`src/lkv_ram.sv`:
```
// Generic single-write, single-read RAM with registered read data.
module lkv_ram #(
    parameter int WIDTH = 32,
    parameter int DEPTH = 16,
    localparam int AW   = (DEPTH > 1) ? $clog2(DEPTH) : 1
) (
    input  logic             i_clk,
    input  logic             i_we,
    input  logic [AW-1:0]    i_waddr,
    input  logic [WIDTH-1:0] i_wdata,
    input  logic [AW-1:0]    i_raddr,
    output logic [WIDTH-1:0] o_rdata
);

    logic [WIDTH-1:0] r_mem [DEPTH];
    logic [WIDTH-1:0] r_rdata;

    always_ff @(posedge i_clk) begin
        if (i_we) begin
            r_mem[i_waddr] <= i_wdata;
        end
        r_rdata <= r_mem[i_raddr];
    end

    assign o_rdata = r_rdata;

endmodule

```
`config.mk`:
```
export PLATFORM = sky130hd
export DESIGN_NAME = lkv_ram
export DESIGN_NICKNAME = d
export VERILOG_FILES = /design/src/lkv_ram.sv
export SDC_FILE = /design/constraint.sdc
export NUM_CORES = 1
export LEC_CHECK = 0
export BUFFER_PORTS_ARGS = -buffer_cell sky130_fd_sc_hd__clkbuf_2
export CELL_PAD_IN_SITES_DETAIL_PLACEMENT = 0
export CELL_PAD_IN_SITES_GLOBAL_PLACEMENT = 2
export CORE_UTILIZATION = 49
export CTS_CLUSTER_DIAMETER = 150
export DETAILED_ROUTE_END_ITERATION = 10
export GPL_ROUTABILITY_DRIVEN = 0
export PLACE_DENSITY = 0.85
export SYNTH_ARGS = -nofsm -noshare
export SYNTH_HDL_FRONTEND = slang
export SYNTH_SLANG_ARGS = --single-unit
```
`constraint.sdc`:
```
create_clock -name i_clk -period 4 [get_ports i_clk]
set_clock_uncertainty 0.15 [all_clocks]
set_input_delay 0.2 -clock i_clk [delete_from_list [all_inputs] [get_ports i_clk]]
set_output_delay 0.2 -clock i_clk [all_outputs]
set_load 0.03 [all_outputs]
```
[Word level (Yosys, flattened, before mapping)]
Memories as Yosys holds them, arrays and structs flattened. A register that Yosys moved wholly into a read port is not among the register bits.
Index checks and enable logic that the tools add are counted.
W data, S select, Z words.
Word-level totals
  register bits: 0
  latch bits: 0
  memory bits (writable): 512
  ROM bits: 0
  bits of input ports: 42
  output and inout bits: 32
  word-level logic and storage cells: 3
  memories: 1
Memory list
  r_mem: words 16, width 32, read ports 1, clocked after Yosys merged registers in 1, wr ports 1, RTL line 15  | logic [WIDTH-1:0] r_mem [DEPTH];
Operators by class
  $add $sub $neg: 0
  $mul: 0
  divide/modulo/power cells: 0
  magnitude comparators: 0
  equal/unequal tests: 0
  shift operators: 0
  muxes and demuxes: 2
  bitwise operators: 0
  reduce and logical (&&, ||, !) cells: 0
Operators by type and width (count)
  $mux W1: 2

[Longest topological paths before layout]
  word-level depth: 2
  gate-level depth with buffers: 5
  mapped depth without buffers: 3

[Worst setup path before layout]
OpenSTA, ideal clock, no wires.
  kind: in2reg
  start: input i_waddr[2]
  end: memory r_mem[0][0], enable pin
  library setup time: 0.461 ns
  arrival: 2.918 ns
  required time: 3.389 ns
  slack: 0.470 ns
  cell stages on the path: 2
  buffers on the path: 0
  cell sequence: or3b_2 -> nor3_1
RTL lines
  start, declared: RTL line 9  | input logic [AW-1:0] i_waddr,
  end, declared: RTL line 15
Straight into the memory's write port.

[Worst setup path in the final report]
  start: input i_waddr[2]
  end: memory r_mem[2][14], enable pin
Straight into the memory's write port.

==> impl_results.md <==
- CTS Sinks: roughly 540
- Post-DP HPWL: around 20000 um
- Pwr dens: between 500 and 600 nW/um^2
- Drt via density: between 5 and 6
- Mapped Area: approximately 20000 um^2
- Worst Hold Class: in -> reg
- Syn Area/Cell: 23.69 um^2
- Fmax: roughly 530 MHz
- Sequential area share after synthesis: 0.8067
- RSZ-0062 raised after global routing: no
- Least-Margin Pin Slew: ~1.3 ns
- IO Pins: 74
- Layout area overhead: 16.15%
- Num rows: 73
- CP Max Fanout: 32
- Die Height: approximately 200 um
- Post-route ant nets: 0
- CTS buffer count: 51
- First DRT Iteration DRCs: between 900 and 1000
- Cells along the critical path: clkbuf_2, or3b_2, nor2_4
- Final hold vios: 0
- Drt drc: 0
- LEAKAGE: 7.458 nW
- Worst-path clk slew: around 0.060 ns
- Crit Path Class: in -> reg
- Antenna violations before repair: 1
- Gr ovfl total: 0
- Core area: roughly 40000 um^2
- Ys Warns: 0
- Die area: 41330 um^2
- CP Data Arrival Time: between 1.5 and 2 ns
- CTS tree: yes
- Total power: ~0.012 W
- WL final: roughly 40000 um
- Post-synth top area cell: edfxtp_1
- Status: finished clean
- Minimum clock period: ~1.9 ns
- Routed wire per std cell: between 20 and 30 um
- Htree depth: 2
- Crit share post-route: 0.4725
- Max_cap viols: 0
- CTS root buf: clkbuf_16
- Crit path largest cell delay: between 0.9 and 1 ns
- Setup repair bufs after CTS: 0
- CP endpoint kind: register
- Final setup TNS: 0 ns
- Nets: 1019
- Antenna diode count: 0
- Clock buffer depth: 3
- Post-synthesis register bit count: between 500 and 600
- Final Setup Violations: 0
- Syn Inst Count: around 840
- Critical Path RT: between 4 and 5 ns
- Max_slew headroom: 0.1434
- Drt pass-1 iters: 5
- Slowest cell on crit path: nor2_4
- Layout cells sized above 1: 0.3160
- Worst vdd ir: 270.6 uV
- Port Buffer Count: 73
- Distinct cell type count after synthesis: 18
- Area contributors post-synth: edfxtp_1, mux4_2, dfxtp_1
- Slew Limit Fails: 0
- First-pass GRT wire length: slightly below 60000 um
- Largest net degree at the start of global routing: between 50 and 60
- Top-area cell type share of the netlist area: 0.7744
- GR Util All Layers: 0.1994
- Syn Nets: 880
- Number of global-route vias before repair: 9499
- Starting density of the core: 0.4986
- Crit start category: primary input
- Worst-Skew Late Latency: roughly 0.58 ns
- Die Wd: 203.3 um
- DR vias: between 9000 and 10000
-- critical path, delay by kind of cell --
kind / cells / cell delay [ns]
buf+inv: 1 / 0.10
simple gates: 2 / 1.58
-- cells by family after synthesis --
family,synth area share
AND/OR/NAND/NOR,0.01273
flip-flops,0.8067
buffers and inverters,0.01122
multiplexers,0.1452
AO/OA/AOI/OAI,0.02420
-- registers in the layout (all words and copies together), names as in the netlist --
| register | cells |
|---|---|
| o_rdata | 32 |
| r_mem | 512 |
-- cell type report --
cell class	count	area, um^2
fillers	2892	16760
flip-flops and latches	544	16020
multi-input cells	251	3750
clock buffers	74	1475
repair buffers	129	914.6
well taps	525	656.9
clock inverters	21	249.0
-- per-stage QoR --
step	setup slack (ns)	area (um^2)	std cells	utilization	hold slack, ns
final	2.110	23060	1544	0.5791	0.1308
after global routing	2.062	23060	1544	0.5791	0.1405
after CTS	2.149	23060	1544	0.5791	0.1163
after detailed placement	1.538	21020	1417	0.5277	0.4550
after global placement	1.573	21020	1417	0.5277	0.4373
after floorplan	0.4704	19850	838	-	0.1489
-- what timing repair did --
action / CTS / global route
hold buffers: 32 / 0
resized for setup: 0 / 0
endpoints found under the hold margin: 512 / 0
-- placed cells by master, fill, tap and decap left out --
cell type	Yosys	layout
nor3_2	0	4
dfxtp_1	32	32
dlygate4sd3_1	0	32
bufinv_16	0	6
clkbuf_16	0	53
clkbuf_8	0	8
buf_4	11	22
nand2b_1	2	2
nor2_4	0	13
nor2b_4	0	2
mux4_2	128	128
clkbuf_1	17	14
edfxtp_1	512	512
clkbuf_2	0	71
a22oi_1	64	64
and2_2	0	1
clkinv_1	0	5
nand3_1	1	1
or3b_2	1	1
nand3b_1	2	2
buf_12	0	3
nand2_1	33	33
clkinv_2	0	10
-- metal layers --
| layer | part of all wire | vias up | global-route usage |
|---|---|---|---|
| met3 | 0.068 | 48 | 0.03963 |
| met5 | 0 | - | 0 |
| met4 | 0.016 | 0 | 0.05290 |
| met2 | 0.49 | 316 | 0.3197 |
| li1 | - | 3849 | - |
| met1 | 0.43 | 4813 | 0.2826 |
-- synth_stat cells --
cell and number:
and2_1 1, buf_1 9, dfxtp_1 32, nand3_1 1
buf_6 2, clkbuf_1 17, edfxtp_1 512, nand2b_1 2
or3b_2 1, buf_2 4, nor3_1 4, nor2_1 13
nor2b_1 2, nand2_1 33, mux4_2 128, buf_4 11
a22oi_1 64, nand3b_1 2
-- power breakdown --
| part | switching [W] | internal, W | total (W) |
|---|---|---|---|
| Combinational | 0.000389 | 0.000247 | 0.000636 |
| Clock | 0.00199 | 0.00294 | 0.00493 |
| Sequential | 0.0000386 | 0.00637 | 0.00641 |
-- final timing paths --
check / from / to / slack [ns] / cells past startpoint
setup / recovery: i_waddr[2] / r_mem[2][14] / 2.11 / 3
hold / removal: i_raddr[2] / o_rdata[31] / 0.13 / 4
setup reg to reg: r_mem[3][20] / o_rdata[20] / 2.42 / 3
hold reg to reg: r_mem[14][16] / o_rdata[16] / 0.51 / 3
No activity file was read; power rests on OpenSTA's default activity.
